## config.mk

```make
export PLATFORM = sky130hd
export DESIGN_NAME = cfir_rndsat
export DESIGN_NICKNAME = d
export VERILOG_FILES = /design/src/rtl/core/cfir_pkg.sv /design/src/rtl/core/cfir_rndsat.sv
export SDC_FILE = /design/constraint.sdc
export NUM_CORES = 1
export LEC_CHECK = 0
export ABC_AREA = 1
export BUFFER_PORTS_ARGS = -buffer_cell sky130_fd_sc_hd__buf_4
export CAP_MARGIN = 30
export CORE_MARGIN = 4
export CORE_UTILIZATION = 25
export DETAILED_ROUTE_END_ITERATION = 12
export MAX_ROUTING_LAYER = met4
export PLACE_DENSITY = 0.5
export REMOVE_ABC_BUFFERS = 1
export SLEW_MARGIN = 20
export SYNTH_ARGS = -nofsm -noshare
export SYNTH_HDL_FRONTEND = slang
export SYNTH_SLANG_ARGS = --single-unit
```

## constraint.sdc

```tcl
create_clock -name vclk -period 5.15
set_clock_uncertainty 0.2 [all_clocks]
set_input_delay 0.515 -clock vclk [all_inputs]
set_output_delay 0.515 -clock vclk [all_outputs]
set_load 0.02 [all_outputs]
```

## src/rtl/core/cfir_pkg.sv

```systemverilog
// ----------------------------------------------------------------------------
// cfir_pkg
// Shared constants and types of the complex I/Q FIR filter: field widths,
// item codes and the records handed along the tap chain.
// ----------------------------------------------------------------------------
package cfir_pkg;

  localparam int TAPS        = 64;
  localparam int SAMPLE_W    = 16;
  localparam int SMP_FIELD_W = 16;
  localparam int COEF_W      = 16;
  localparam int COEF_FRAC   = 15;
  localparam int IDX_W       = 6;
  localparam int OUT_W       = 16;
  localparam int PROD_W      = SAMPLE_W + COEF_W;
  localparam int ACC_W       = PROD_W + $clog2(TAPS);

  // item codes
  localparam logic CMD_FILTER = 1'b0;
  localparam logic CMD_LOAD   = 1'b1;

  typedef struct packed {
    logic signed [SAMPLE_W-1:0] i;
    logic signed [SAMPLE_W-1:0] q;
  } iq_smp_t;

  typedef struct packed {
    logic signed [COEF_W-1:0] i;
    logic signed [COEF_W-1:0] q;
  } coef_t;

  typedef struct packed {
    logic                    vld;
    logic signed [ACC_W-1:0] i;
    logic signed [ACC_W-1:0] q;
  } psum_t;

  typedef struct packed {
    logic shift;
    logic load;
  } cell_ctl_t;

endpackage

```

## src/rtl/core/cfir_rndsat.sv

```systemverilog
// ----------------------------------------------------------------------------
// cfir_rndsat
// Rounds a full-precision tap sum to the sample format (round half up) and
// clips it to the signed sample range.
// ----------------------------------------------------------------------------
module cfir_rndsat import cfir_pkg::*; (
  input  logic signed [ACC_W-1:0] acc,
  output logic signed [OUT_W-1:0] y,
  output logic                    clip
);

  logic [ACC_W:0]                 half_c;
  logic [ACC_W:0]                 rnd;
  logic [ACC_W-COEF_FRAC:0]       shr;
  logic [ACC_W-COEF_FRAC-SAMPLE_W+1:0] hi_bits;
  logic [SAMPLE_W-1:0]            clipped;

  assign half_c  = {{(ACC_W-COEF_FRAC+1){1'b0}}, 1'b1, {(COEF_FRAC-1){1'b0}}};
  assign rnd     = {acc[ACC_W-1], acc} + half_c;
  // dropping the low bits of a two's complement value is a floor
  assign shr     = rnd[ACC_W:COEF_FRAC];
  assign hi_bits = shr[ACC_W-COEF_FRAC:SAMPLE_W-1];
  assign clip    = !((&hi_bits) || !(|hi_bits));

  always_comb begin
    if (clip) begin
      clipped = {shr[ACC_W-COEF_FRAC], {(SAMPLE_W-1){~shr[ACC_W-COEF_FRAC]}}};
    end else begin
      clipped = shr[SAMPLE_W-1:0];
    end
  end

  assign y = OUT_W'($signed(clipped));

endmodule

```

## Word-level counts from Yosys, hierarchy flattened

Index checks and enable logic that the tools add are counted.

- Memory bits (writable): 0
- ROM bits: 0
- Bits in latches: 0
- Register bits after elaboration: 0
- Memories kept: 0

- $lt $le $gt $ge: 0
- Multiply operators: 0
- Equal/unequal tests: 0
- Reduce and logical (&&, ||, !) cells: 5
- Mux-type cells: 1
- Divide/modulo/power cells: 0
- Shift operators: 0
- Add/subtract/negate cells: 1
- Bitwise gates (word level): 1

Operators with widths:

| kind | count |
|---|---|
| 38-bit by 16-bit adder with 39-bit output (second input constant) | 1 |
| 16-bit 2-to-1 mux | 1 |
| 9-bit AND reduction | 1 |
| 9-bit OR reduction | 1 |
| 1-bit zero test | 2 |
| 1-bit logical OR | 1 |
| 1-bit inverter | 1 |

## Longest topological paths before layout

- Depth after elaboration: 5
- Depth in mapped cells: 15
- Gate-level depth less buffers: 14

## Worst setup path before layout

OpenSTA, ideal clock, no wires.

- Path kind: in2out
- From: input acc[14]
- To: output y[10]
- Cell stages on the path: 9
- Arrival: 2074 ps
- Setup slack: 2361 ps
- Data required time: 4435 ps
- Path through: ha_1 -> inv_2 -> nor2_4 -> nand2_2 -> nor2_4 -> a31oi_1 -> o21bai_4 -> buf_6 -> nand2_1

- Longest elaborated chain between the ends: 5
- Elaborated cells between the ends (all ways): 7
- Those cells by class: add/sub (1); mux (1); bitwise (1); reduce/logical (4)

RTL lines:

| element | line | source |
|---|---|---|
| from (decl) | cfir_rndsat.sv:7 | `input logic signed [ACC_W-1:0] acc,` |
| 38-bit by 16-bit adder with 39-bit output * | cfir_rndsat.sv:19 | `assign rnd = {acc[ACC_W-1], acc} + half_c;` |
| 9-bit OR reduction | cfir_rndsat.sv:23 | `assign clip = !((&hi_bits) \|\| !(\|hi_bits));` |
| 1-bit zero test | cfir_rndsat.sv:23 |  |
| 1-bit logical OR | cfir_rndsat.sv:23 |  |
| 16-bit 2-to-1 mux * | cfir_rndsat.sv:26 | `if (clip) begin` |
| to (decl) | cfir_rndsat.sv:8 | `output logic signed [OUT_W-1:0] y,` |

Every way passes the cells marked *; elsewhere a longest branch is shown, timed or not.

## Worst setup path after layout

- From: input acc[14]
- To: output y[5]

Same word-level chain as after synthesis.

==> impl_results.html <==
<table>
<tr><th>Metric</th><th>Value</th></tr>
<tr><th colspan="2">Layout</th></tr>
<tr><td>Clock Buffer Count</td><td>0</td></tr>
<tr><td>Number of sequential storage elements</td><td>0</td></tr>
<tr><td>Synthesis-to-layout area growth</td><td>39.8%</td></tr>
<tr><td>Final Util</td><td>between 30 and 40%</td></tr>
<tr><td>Sequential cell area</td><td>0 um2</td></tr>
<tr><td>Final-stage net count</td><td>around 260</td></tr>
<tr><td>Final design instance area without fill</td><td>1190 um2</td></tr>
<tr><td>Post-route non-filler standard cell count</td><td>258</td></tr>
<tr><td>FILL cells</td><td>between 400 and 500</td></tr>
<tr><td>Number of diodes added for antenna fixing</td><td>0</td></tr>
<tr><td>Layout cells sized above 1</td><td>27.1%</td></tr>
<tr><th colspan="2">Place</th></tr>
<tr><td>Cell Count Post-Placement</td><td>between 200 and 300</td></tr>
<tr><td>DP Area</td><td>1190 um2</td></tr>
<tr><td>Global placer's final weighted congestion</td><td>0.844</td></tr>
<tr><td>Port buffer count</td><td>41</td></tr>
<tr><td>Hpwl dp</td><td>around 2300 um</td></tr>
<tr><td>Pre-CTS setup slack</td><td>between 2 and 2.5 ns</td></tr>
<tr><th colspan="2">Drt</th></tr>
<tr><td>Drt initial violations</td><td>34</td></tr>
<tr><td>Number of detailed-route iterations in the first pass</td><td>4</td></tr>
<tr><td>Ratio of routed vias to standard cells</td><td>4.23</td></tr>
<tr><td>Total vias in the final route</td><td>1,092</td></tr>
<tr><td>Remaining design rule violation count</td><td>0</td></tr>
<tr><td>Number of nets still failing antenna checks after routing</td><td>0</td></tr>
<tr><td>DRT Wirelength</td><td>2630 um</td></tr>
<tr><td>Average wire per standard cell</td><td>around 10 um</td></tr>
<tr><th colspan="2">Setup path</th></tr>
<tr><td>Crit path launch type</td><td>input pin</td></tr>
<tr><td>Dominant cell type by count on the critical path</td><td>nand2_1</td></tr>
<tr><td>Max FO, Critical Path</td><td>16</td></tr>
<tr><td>Path type of the worst setup path</td><td>in2out</td></tr>
<tr><td>Biggest cell delay along the critical path</td><td>0.38 ns</td></tr>
<tr><td>Critical Path AT</td><td>2.35 ns</td></tr>
<tr><td>Slowest stage cell, crit path</td><td>o21bai_4</td></tr>
<tr><td>Chain of cells forming the critical path</td><td>buf_4 -&gt; ha_1 -&gt; inv_2 -&gt; nor2_4 -&gt; nand2_2 -&gt; nor2_4 -&gt; nand2_1 -&gt; nand2_1 -&gt; nand2_1 -&gt; nor2_2 -&gt; nand2_2 -&gt; o21bai_4 -&gt; nand2_1 -&gt; buf_4</td></tr>
<tr><td>Data required time at the worst endpoint</td><td>4.43 ns</td></tr>
<tr><td>Category of the worst setup path capture point</td><td>output port</td></tr>
<tr><th colspan="2">Timing</th></tr>
<tr><td>Post-layout min period</td><td>3.07 ns</td></tr>
<tr><td>Fmax</td><td>between 300 and 400 MHz</td></tr>
<tr><td>Slew Viols, Final</td><td>0</td></tr>
<tr><td>Crit path setup slack, layout</td><td>2.08 ns</td></tr>
<tr><td>Post-route setup TNS</td><td>0 ns</td></tr>
<tr><td>Final setup violation count</td><td>0</td></tr>
<tr><td>Max-Slew Margin vs Limit</td><td>between 70% and 80%</td></tr>
<tr><td>Hold violation count in the final report</td><td>0</td></tr>
<tr><td>Final period utilization</td><td>59.6%</td></tr>
<tr><td>Unrepaired setup endpoints after global routing</td><td>no</td></tr>
<tr><td>Worst Max-Slew Pin Slew</td><td>0.423 ns</td></tr>
<tr><th colspan="2">Outcome</th></tr>
<tr><td>Run status</td><td>complete, no violations</td></tr>
<tr><th colspan="2">Power and ir drop</th></tr>
<tr><td>Maximum resistive drop on vdd</td><td>around 0.000037 V</td></tr>
<tr><td>Total power per unit cell area</td><td>about 72 nW/um2</td></tr>
<tr><td>Leakage power figure</td><td>0.000616 uW</td></tr>
<tr><th colspan="2">Logic synthesis</th></tr>
<tr><td>Dominant cell type by area after synthesis</td><td>nand2_1</td></tr>
<tr><td>Mean instance size in the synthesized netlist</td><td>4.88 um2</td></tr>
<tr><td>Synth Instances</td><td>approximately 180</td></tr>
<tr><td>Yosys top cell area share</td><td>37.8%</td></tr>
<tr><td>Cell types occupying the most area after synthesis</td><td>nand2_1 (38%), nor2_1 (9.7%), xor2_1 (8.2%)</td></tr>
<tr><td>Synth Cell Area</td><td>855 um2</td></tr>
<tr><td>Total of warnings raised by yosys</td><td>0</td></tr>
<tr><td>Most common cell in the netlist</td><td>nand2_1</td></tr>
<tr><td>Post-synth top cells</td><td>nand2_1 (86), nor2_1 (22), inv_1 (17), nand3_1 (11), xor2_1 (8)</td></tr>
<tr><td>Share of synthesized area occupied by flip-flops and latches</td><td>0%</td></tr>
<tr><td>Number of different library cells in the post-synthesis netlist</td><td>16</td></tr>
<tr><th colspan="2">CTS</th></tr>
<tr><td>Count of buffers added by post-CTS timing repair for setup</td><td>0</td></tr>
<tr><td>Number of buffers added to fix hold violations after cts</td><td>0</td></tr>
<tr><td>Post-cts resize count</td><td>0</td></tr>
<tr><th colspan="2">Global routing</th></tr>
<tr><td>Maximum number of pins on one net before global-route repair</td><td>17</td></tr>
<tr><td>GRT overflow</td><td>0</td></tr>
<tr><td>Met2 track demand over resource</td><td>21.8%</td></tr>
<tr><td>Most crowded layer after global routing</td><td>met2</td></tr>
<tr><td>Met1 routing resource usage after global routing</td><td>15.5%</td></tr>
<tr><td>Initial antenna violation count</td><td>0</td></tr>
<tr><td>Total GRT Usage</td><td>11.9%</td></tr>
<tr><td>Via count of the first global-routing pass</td><td>between 900 and 1,000</td></tr>
<tr><td>Global-route met3 utilization</td><td>less than 1%</td></tr>
<tr><td>Wire length of the first global-routing pass</td><td>around 4200 um</td></tr>
<tr><th colspan="2">Job</th></tr>
<tr><td>Number of maximum-capacitance constraint violations</td><td>0</td></tr>
<tr><th colspan="2">Floorplanning</th></tr>
<tr><td>Vertical die dimension</td><td>66.5 um</td></tr>
<tr><td>Io pins</td><td>55</td></tr>
<tr><td>Core region area</td><td>3150 um2</td></tr>
<tr><td>Standard-cell rows</td><td>20</td></tr>
<tr><td>Initial core utilization</td><td>a little over a quarter</td></tr>
<tr><td>Die area</td><td>4420 um2</td></tr>
<tr><td>Die W</td><td>66.5 um</td></tr>
<tr><th colspan="2">Worst hold path</th></tr>
<tr><td>Hold Path Class</td><td>in2out</td></tr>
</table>
## worst max-delay path: cells and delay by family
kind / cells / cell delay, ns
simple gates: 9 / 0.87
compound gates: 1 / 0.38
buf+inv: 3 / 0.32
fa+ha+maj: 1 / 0.25
## stage by stage
step           hold slack, ns  power [uW]
2_1_floorplan           0.989        46.2
3_3_place_gp             1.23        86.4
3_5_place_dp             1.23        87.0
4_1_cts                  1.23        87.3
5_1_grt                  1.26        95.0
6_report                 1.23        86.3
## where the power goes
group          internal (uW)  switching, uW
combinational           37.3           48.9
clock                      0              0
sequential                 0              0
total                   37.3           48.9
## routing by layer
metal,part of all wire [%],vias up
met2,46,27
met5,0,-
met1,47,458
met4,0,0
li1,-,607
met3,6.1,0
## final cells by class
cell class	instances	area, um2	area share (%)
Timing Repair Buffer	41	308	25.8
Multi-Input combinational cell	155	764	64.0
Inverter	18	67.6	5.65
Tap cell	44	55.1	4.61
## cells in the final DEF (no fill, tap or decap), drive strengths merged
cell type,instances
a31oi,1
inv,18
nand3,11
xor2,8
buf,41
o21bai,1
nand3b,2
o21ai,2
xnor2,6
nand2,91
nor2,32
ha,1
## cell families (layout without fill, tap and decap cells)
logic type / Yosys count / after routing / synth area share, %
buffers and inverters: 20 / 59 / 10.5
adder cells (fa/ha/maj): 1 / 1 / 1.46
XOR/XNOR: 14 / 14 / 14.3
AND/OR/NAND/NOR: 136 / 136 / 69.5
AO/OA/AOI/OAI: 4 / 4 / 4.10
## path summary, 6_finish.rpt
check | start | endpoint | slack (ns) | depth (start not counted)
worst max-delay path | acc[14] | y[5] | 2.08 | 14
worst min-delay path | acc[18] | y[3] | 1.23 | 5
Note: power is estimated with default switching activity, not from simulation.
