===== src/rtl/core/cfir_pkg.sv =====
// ----------------------------------------------------------------------------
// cfir_pkg
// Shared constants and types of the complex I/Q FIR filter: field widths,
// item codes and the records handed along the tap chain.
// ----------------------------------------------------------------------------
package cfir_pkg;

  localparam int TAPS        = 64;
  localparam int SAMPLE_W    = 16;
  localparam int SMP_FIELD_W = 16;
  localparam int COEF_W      = 16;
  localparam int COEF_FRAC   = 15;
  localparam int IDX_W       = 6;
  localparam int OUT_W       = 16;
  localparam int PROD_W      = SAMPLE_W + COEF_W;
  localparam int ACC_W       = PROD_W + $clog2(TAPS);

  // item codes
  localparam logic CMD_FILTER = 1'b0;
  localparam logic CMD_LOAD   = 1'b1;

  typedef struct packed {
    logic signed [SAMPLE_W-1:0] i;
    logic signed [SAMPLE_W-1:0] q;
  } iq_smp_t;

  typedef struct packed {
    logic signed [COEF_W-1:0] i;
    logic signed [COEF_W-1:0] q;
  } coef_t;

  typedef struct packed {
    logic                    vld;
    logic signed [ACC_W-1:0] i;
    logic signed [ACC_W-1:0] q;
  } psum_t;

  typedef struct packed {
    logic shift;
    logic load;
  } cell_ctl_t;

endpackage


===== src/rtl/core/cfir_cell.sv =====
// ----------------------------------------------------------------------------
// cfir_cell
// One tap of the chain: holds a sample pair and a coefficient pair, and adds
// its two products to the partial sums passing through from its neighbor.
// ----------------------------------------------------------------------------
module cfir_cell import cfir_pkg::*; (
  input  logic      clk,
  input  logic      rst_n,
  input  cell_ctl_t ctl,
  input  iq_smp_t   smp_in,
  input  coef_t     coef_in,
  output iq_smp_t   smp_out,
  input  psum_t     psum_in,
  output psum_t     psum_out
);

  iq_smp_t smp_r, smp_nxt;
  coef_t   coef_r, coef_nxt;
  psum_t   psum_r, psum_nxt;

  logic signed [PROD_W-1:0] prod_i;
  logic signed [PROD_W-1:0] prod_q;

  assign prod_i = $signed(smp_r.i) * $signed(coef_r.i);
  assign prod_q = $signed(smp_r.q) * $signed(coef_r.q);

  always_comb begin
    smp_nxt  = ctl.shift ? smp_in : smp_r;
    coef_nxt = ctl.load ? coef_in : coef_r;
    psum_nxt = psum_r;
    psum_nxt.vld = psum_in.vld;
    // sums only move with the token so the chain end holds its value
    if (psum_in.vld) begin
      psum_nxt.i = psum_in.i + ACC_W'(prod_i);
      psum_nxt.q = psum_in.q + ACC_W'(prod_q);
    end
  end

  always_ff @(posedge clk) begin
    if (!rst_n) begin
      smp_r  <= '0;
      coef_r <= '0;
      psum_r <= '0;
    end else begin
      smp_r  <= smp_nxt;
      coef_r <= coef_nxt;
      psum_r <= psum_nxt;
    end
  end

  assign smp_out  = smp_r;
  assign psum_out = psum_r;

endmodule


===== config.mk =====
export PLATFORM = sky130hd
export DESIGN_NAME = cfir_cell
export DESIGN_NICKNAME = d
export VERILOG_FILES = /design/src/rtl/core/cfir_pkg.sv /design/src/rtl/core/cfir_cell.sv
export SDC_FILE = /design/constraint.sdc
export NUM_CORES = 2
export LEC_CHECK = 0
export BUFFER_PORTS_ARGS = -buffer_cell sky130_fd_sc_hd__buf_2
export CAP_MARGIN = 20
export CORE_UTILIZATION = 49
export CTS_CLUSTER_DIAMETER = 200
export DETAILED_ROUTE_END_ITERATION = 6
export GPL_TIMING_DRIVEN = 0
export HOLD_SLACK_MARGIN = 0.12
export PLACE_DENSITY = 0.76
export SYNTH_ARGS = -nofsm -noshare
export SYNTH_HDL_FRONTEND = slang
export SYNTH_SLANG_ARGS = --single-unit

===== constraint.sdc =====
create_clock -name clk -period 6.15 [get_ports clk]
set_input_delay 1.845 -clock clk [delete_from_list [all_inputs] [get_ports clk]]
set_output_delay 1.845 -clock clk [all_outputs]
set_load 0.005 [all_outputs]

# Word level (Yosys, flattened, before mapping)
# Cells that the tools add are included.
[totals] register_bits=141 ramBits=0 out_inout_bits=109 n_memories=0 romBits=0 wordCells=11 in_bits=145 latchBits=0
[classes] n_bitwise=0 n_eq_ne=0 add_sub_neg=2 mux=0 order_cmp=0 shift=0 n_reduce_logical=0 div_mod_pow=0 n_mul=2
[ops] op="$add A38 B32 Y38" n=2
[ops] op="$mul A16 B16 Y32" n=2

# Longest topological paths before layout
[logic_depth] depth_word=2 mapped_depth=24 mapped_depth_nobuf=22

# Worst setup path before layout
# OpenSTA, ideal clock, no wires.
[synth_path] kind="input port to flip-flop" startpoint="input psum_in[15] (netlist bit)" endpoint="register psum_r (netlist bit psum_out[25])" stages=19 n_path_buf=1 path_slack_ns=-0.317 t_arrival_ns=6.350 required_time_ns=6.033 setup_ns=0.117 cell_sequence="inv_1 fa_1 inv_1 fa_1 fa_1 fa_1 inv_1 fa_1 inv_1 ha_1 clkbuf_1 a22oi_1 nand2_1 o32ai_1 a211oi_1 o21bai_1 a21oi_1 or3_1 a32o_1"
[synth_via] elab_chain_len=1
[synth_rtl] element="start: declaration" line="cfir_cell.sv:13" rtl="input psum_t psum_in,"
[synth_rtl] element="$add A38 B32 Y38" line="cfir_cell.sv:35" rtl="psum_nxt.q = psum_in.q + ACC_W'(prod_q);"
[synth_rtl] element="end signal: assignment" line="cfir_cell.sv:47" rtl="psum_r <= psum_nxt;"
[synth_rtl] element="end: declaration" line="cfir_cell.sv:19" rtl="psum_t psum_r, psum_nxt;"
# No other way between the ends.
# A chain may end at the register's enable or synchronous reset.

# Final worst setup path
[layout_path] startpoint="register smp_r (netlist bit smp_out[15])" endpoint="register psum_r (netlist bit psum_out[36])"
[layout_via] elab_chain_len=2
[layout_rtl] element="start: declaration" line="cfir_cell.sv:17" rtl="iq_smp_t smp_r, smp_nxt;"
[layout_rtl] element="start signal: assignment" line="cfir_cell.sv:45" rtl="smp_r <= smp_nxt;"
[layout_rtl] element="$mul A16 B16 Y32" line="cfir_cell.sv:25" rtl="assign prod_q = $signed(smp_r.q) * $signed(coef_r.q);"
[layout_rtl] element="$add A38 B32 Y38" line="cfir_cell.sv:35"
# No other way between the ends.

==> impl_summary.log <==
[metrics] status: finished with violations
[metrics] violated checks: negative setup slack
[metrics] register-to-register path setup slack: -0.09 ns
[metrics] Detailed Route WL: 84.7 mm
[metrics] Worst path slowest cell: sky130_fd_sc_hd__fa_2
[metrics] final critical delay including setup and external delays: 6.24 ns
[metrics] total track usage: 0.292
[metrics] Antenna Diode Count: 0
[metrics] full die area: 0.0599 mm²
[metrics] sequential cell area fraction in the yosys report: 0.0977
[metrics] combinational power share: 0.716
[metrics] total number of placement rows: 88
[metrics] highest fanout seen on the critical path: 7
[metrics] predominant post-synthesis flop cell: sky130_fd_sc_hd__dfxtp_1
[metrics] synthesized area: 0.0289 mm²
[metrics] number of buffers added by the clock tree synthesis step: 17
[metrics] number of antenna violations at the first check in global routing: 1
[metrics] number of nets at the end of the flow: 4479
[metrics] instance count of the mapped netlist: 3068
[metrics] clock-pin slew on the worst setup and hold paths: 0.07 ns
[metrics] static power due to leakage: 0.0179 µW
[metrics] DR vias: 22576
[metrics] count of endpoints failing setup in the final report: 3
[metrics] detailed-route wire length per cell: 19.9 µm
[metrics] RSZ-0062 raised after global routing: true
[metrics] final instance area: 0.0348 mm²
[metrics] required time worst endpoint: 6.58 ns
[metrics] Final ANT Viol Nets: 0
[metrics] first element of the critical path: smp_out[15]$_SDFFE_PN0P_
[metrics] Post-Synthesis Mean Instance Area: 9.41 µm²
[metrics] clock share of power: 0.124
[metrics] terminus of the critical flop-to-flop path: psum_out[36]$_SDFFE_PN0P_
[metrics] cell seen most often among critical-path stages: sky130_fd_sc_hd__fa_2
[metrics] slew at the pin closest to its max-slew limit: 1.17 ns
[metrics] worst-case setup margin in the final layout: -0.0869 ns
[metrics] fraction of the mapped netlist area in compound gates: 0.0561
[metrics] CP arrival: 6.67 ns
[metrics] portion of netlist area occupied by mux cells: 0.0326
[metrics] Syn. warnings: 0
[metrics] Die Wd: 245 µm
[metrics] switching share of power: 0.480
[metrics] starting DRC count in detailed routing: 1675
[metrics] worst min-delay path startpoint: psum_out[34]$_SDFFE_PN0P_
[metrics] Pwr Density: 240 mW/mm²
[metrics] Peak VDD IR: 0.000373 V
[metrics] weighted congestion at the end of routability-driven global placement: 0.939
[metrics] Rel. slew slack: 0.223
[metrics] pins over their slew limit: 0
[metrics] power share of the sequential group: 0.159
[metrics] die height: 245 µm
[metrics] total negative setup slack: -0.134 ns
[metrics] async set or reset register ratio after synthesis: 0
[metrics] maximum number of buffers from clock root to sink: 2
[metrics] power dissipated by switching net loads: 4010 µW
[metrics] max-capacitance violation count: 0
[metrics] post-cts hold buffer count: 0
[metrics] cell chain of the critical path: buf_6, and2_4, fa_2, fa_2, buf_12, fa_2, fa_2, fa_1, inv_1, fa_1, inv_1, ha_4, nand4_1, or3_4, nor3_4, o211ai_1, o211ai_1, a41oi_2, or4_1, nand3_1
[metrics] period utilisation layout: 1.01
[metrics] number of detailed-routing iterations run before antenna repair: 5
[metrics] Port-buffer cells: 250
[metrics] internal power contribution: 4340 µW
[metrics] flip-flop and latch count after synthesis: 141
[metrics] cell count of the worst hold path: 2
[metrics] total instance count after detailed placement: 4085
[metrics] Design Power: 8350 µW
[metrics] post-route DRC violation count: 0
[metrics] peak per-stage delay on the critical path: 0.63 ns
[metrics] clock tree skew after final layout: 0.0144 ns
[metrics] number of different library cells in the post-synthesis netlist: 71
[metrics] post-detailed-placement cell area: 0.0315 mm²
[metrics] combinational family with the most area after synthesis: adder cells
[metrics] gate family responsible for the most delay along the worst path: adder cells
[metrics] adder and majority cell fraction of the synthesized area: 0.543
[metrics] TritonCTS clock tree: yes
[metrics] class of the worst hold path: reg -> reg
[metrics] Hold Vio Cnt, Final: 0
[metrics] worst setup path category: reg -> reg
[metrics] worst r2r src: smp_out[15]$_SDFFE_PN0P_
[metrics] simple-gate area share of the yosys netlist: 0.141
[metrics] initial standard-cell utilization of the core: 0.499
[metrics] number of cells in the finished layout apart from fillers: 4246
[metrics] number of synthesized flops with an enable pin: 0
[metrics] vias in the first global route: 23947
[metrics] number of clock sinks: 141
[metrics] number of H-tree levels: 4
[metrics] number of primary I/O pins: 254
[metrics] kind of start point of the critical path: register
[metrics] Clock Root Buffer: sky130_fd_sc_hd__clkbuf_16
[metrics] HPWL after DPL: 67.3 mm
[metrics] synth-to-layout area growth: 20.6%
[metrics] XOR/XNOR share of the synthesized area: 0.0200
[metrics] Hold Path Sink: psum_out[34]$_SDFFE_PN0P_
[metrics] share of final-layout standard cells stronger than drive strength 1: 0.219
[metrics] first-pass GRT wire length: 132 mm
[metrics] largest net degree at the start of global routing: 20
[metrics] post-synthesis net count: 4079
[metrics] core box area: 0.0579 mm²
[metrics] Max Freq: 160 MHz
[metrics] global-route congestion overflow total: 0
[metrics] worst path bufs/invs: 4
[metrics] worst reg-to-reg path cell count: 20
[metrics] drt via density: 5.32
[metrics] CP Capture Type: register
[metrics] clock latency on the worst-skew pair: 0.49 ns
[metrics] final core utilization: 0.602
-- per-layer routing --
layer	routed length [µm]	global-route usage	up-vias
met5	0	0	-
li1	-	-	9977
met3	9090	0.0822	217
met1	33500	0.384	11339
met2	37900	0.447	1043
met4	4220	0.137	0
-- synthesized netlist by cell type (7+ instances only) --
| master | instances | area share |
|---|---|---|
| sky130_fd_sc_hd__a21boi_0 | 9 | 0.0023 |
| sky130_fd_sc_hd__a31oi_1 | 7 | 0.0015 |
| sky130_fd_sc_hd__inv_1 | 732 | 0.095 |
| sky130_fd_sc_hd__nand4_1 | 7 | 0.0015 |
| sky130_fd_sc_hd__nand2b_1 | 9 | 0.0019 |
| sky130_fd_sc_hd__o21ai_0 | 61 | 0.011 |
| sky130_fd_sc_hd__and2_1 | 228 | 0.049 |
| sky130_fd_sc_hd__mux2i_1 | 94 | 0.033 |
| sky130_fd_sc_hd__clkbuf_1 | 102 | 0.013 |
| sky130_fd_sc_hd__ha_1 | 222 | 0.096 |
| sky130_fd_sc_hd__a211oi_1 | 12 | 0.0031 |
| sky130_fd_sc_hd__a21o_1 | 25 | 0.0065 |
| sky130_fd_sc_hd__fa_1 | 644 | 0.45 |
| sky130_fd_sc_hd__o21a_1 | 14 | 0.0036 |
| sky130_fd_sc_hd__o211ai_1 | 9 | 0.0023 |
| sky130_fd_sc_hd__nor2b_1 | 106 | 0.023 |
| sky130_fd_sc_hd__nor2_1 | 70 | 0.0091 |
| sky130_fd_sc_hd__and3_1 | 11 | 0.0024 |
| sky130_fd_sc_hd__xnor2_1 | 49 | 0.015 |
| sky130_fd_sc_hd__a21oi_1 | 58 | 0.010 |
| sky130_fd_sc_hd__nand2_1 | 321 | 0.042 |
| sky130_fd_sc_hd__o21bai_1 | 7 | 0.0018 |
| sky130_fd_sc_hd__nand3_1 | 20 | 0.0035 |
| sky130_fd_sc_hd__dfxtp_1 | 141 | 0.098 |
| sky130_fd_sc_hd__xor2_1 | 17 | 0.0052 |
| sky130_fd_sc_hd__buf_1 | 11 | 0.0014 |
| sky130_fd_sc_hd__nor3_1 | 12 | 0.0021 |
-- cell families (layout without fill, tap and decap cells) --
group / Yosys count / in the layout
mux: 94 / 94
simple gates: 808 / 808
buf+inv: 846 / 1259
fa+ha+maj: 866 / 866
compound gates: 247 / 247
xor+xnor: 66 / 66
flops: 141 / 141
-- layout make-up --
class                      instances  area, µm²
clock buffer                      18        429
fill                            4792      23100
buffer                           100       1040
multi-input combinational       2081      24000
tap                              765        957
sequential                       141       3010
inverter                         732       2760
clock inverter                    14        128
timing repair inverter             2       15.0
timing repair buffer             393       2460
-- worst min-delay path, cell delays in order, from the launching register on --
cell,delay [ns]
sky130_fd_sc_hd__dfxtp_1,0.31
sky130_fd_sc_hd__nand2_1,0.05
sky130_fd_sc_hd__o21ai_1,0.05
-- state kept, by name (all words and copies together) (netlist names) --
name and count:
psum_out 77, smp_out 32, coef_r 32
-- cells in the final DEF, fill, tap and decap left out, types with 18 or more instances in the layout --
master | Yosys | final
sky130_fd_sc_hd__buf_2 | 1 | 249
sky130_fd_sc_hd__a21oi_1 | 58 | 40
sky130_fd_sc_hd__fa_2 | 0 | 29
sky130_fd_sc_hd__dfxtp_4 | 0 | 46
sky130_fd_sc_hd__nor2_1 | 70 | 65
sky130_fd_sc_hd__buf_4 | 0 | 135
sky130_fd_sc_hd__mux2i_1 | 94 | 94
sky130_fd_sc_hd__dfxtp_1 | 141 | 81
sky130_fd_sc_hd__o21ai_0 | 61 | 39
sky130_fd_sc_hd__nand2_1 | 321 | 306
sky130_fd_sc_hd__inv_1 | 732 | 699
sky130_fd_sc_hd__fa_1 | 644 | 615
sky130_fd_sc_hd__nand3_1 | 20 | 18
sky130_fd_sc_hd__xnor2_1 | 49 | 48
sky130_fd_sc_hd__clkbuf_16 | 0 | 34
sky130_fd_sc_hd__ha_1 | 222 | 175
sky130_fd_sc_hd__ha_4 | 0 | 37
sky130_fd_sc_hd__inv_2 | 0 | 29
sky130_fd_sc_hd__nor2b_1 | 106 | 106
sky130_fd_sc_hd__a21o_1 | 25 | 25
sky130_fd_sc_hd__and2_1 | 228 | 221
sky130_fd_sc_hd__clkbuf_1 | 102 | 30
-- through the flow --
| stage | worst slack [ns] | hold slack (ns) |
|---|---|---|
| 2_1_floorplan | -0.00294 | 0.442 |
| 3_3_place_gp | -1.39 | 0.431 |
| 3_5_place_dp | -1.35 | 0.437 |
| 4_1_cts | -0.0442 | 0.454 |
| 5_1_grt | -0.249 | 0.474 |
| 6_report | -0.0869 | 0.452 |
-- how the worst max path moves through the flow --
| stage | to | depth (start not counted) |
|---|---|---|
| 3_5_place_dp | psum_out[36]$_SDFFE_PN0P_ | 21 |
| 4_1_cts | psum_out[75]$_SDFFE_PN0P_ | 20 |
| 5_1_grt | psum_out[36]$_SDFFE_PN0P_ | 21 |
| 3_3_place_gp | psum_out[36]$_SDFFE_PN0P_ | 23 |
| 6_report | psum_out[36]$_SDFFE_PN0P_ | 20 |
| 2_1_floorplan | psum_out[73]$_SDFFE_PN0P_ | 18 |
-- timing repair --
action                     CTS  global route
resized for setup          351           182
setup endpoints to repair   46            33
buffers inserted            76            65
pin swaps                   61           109
hold endpoints to repair     0             0
gates cloned                 2             1
-- power by group through the flow --
stage | Combinational, µW | Sequential (µW) | Clock, µW
floorplan | 3560 | 1240 | 0
global placement | 4830 | 1340 | 0
detailed placement | 4890 | 1340 | 0
CTS | 5350 | 1320 | 1050
global route | 6600 | 1340 | 1090
finish | 5980 | 1330 | 1040
No activity file was read; power rests on OpenSTA's default activity.
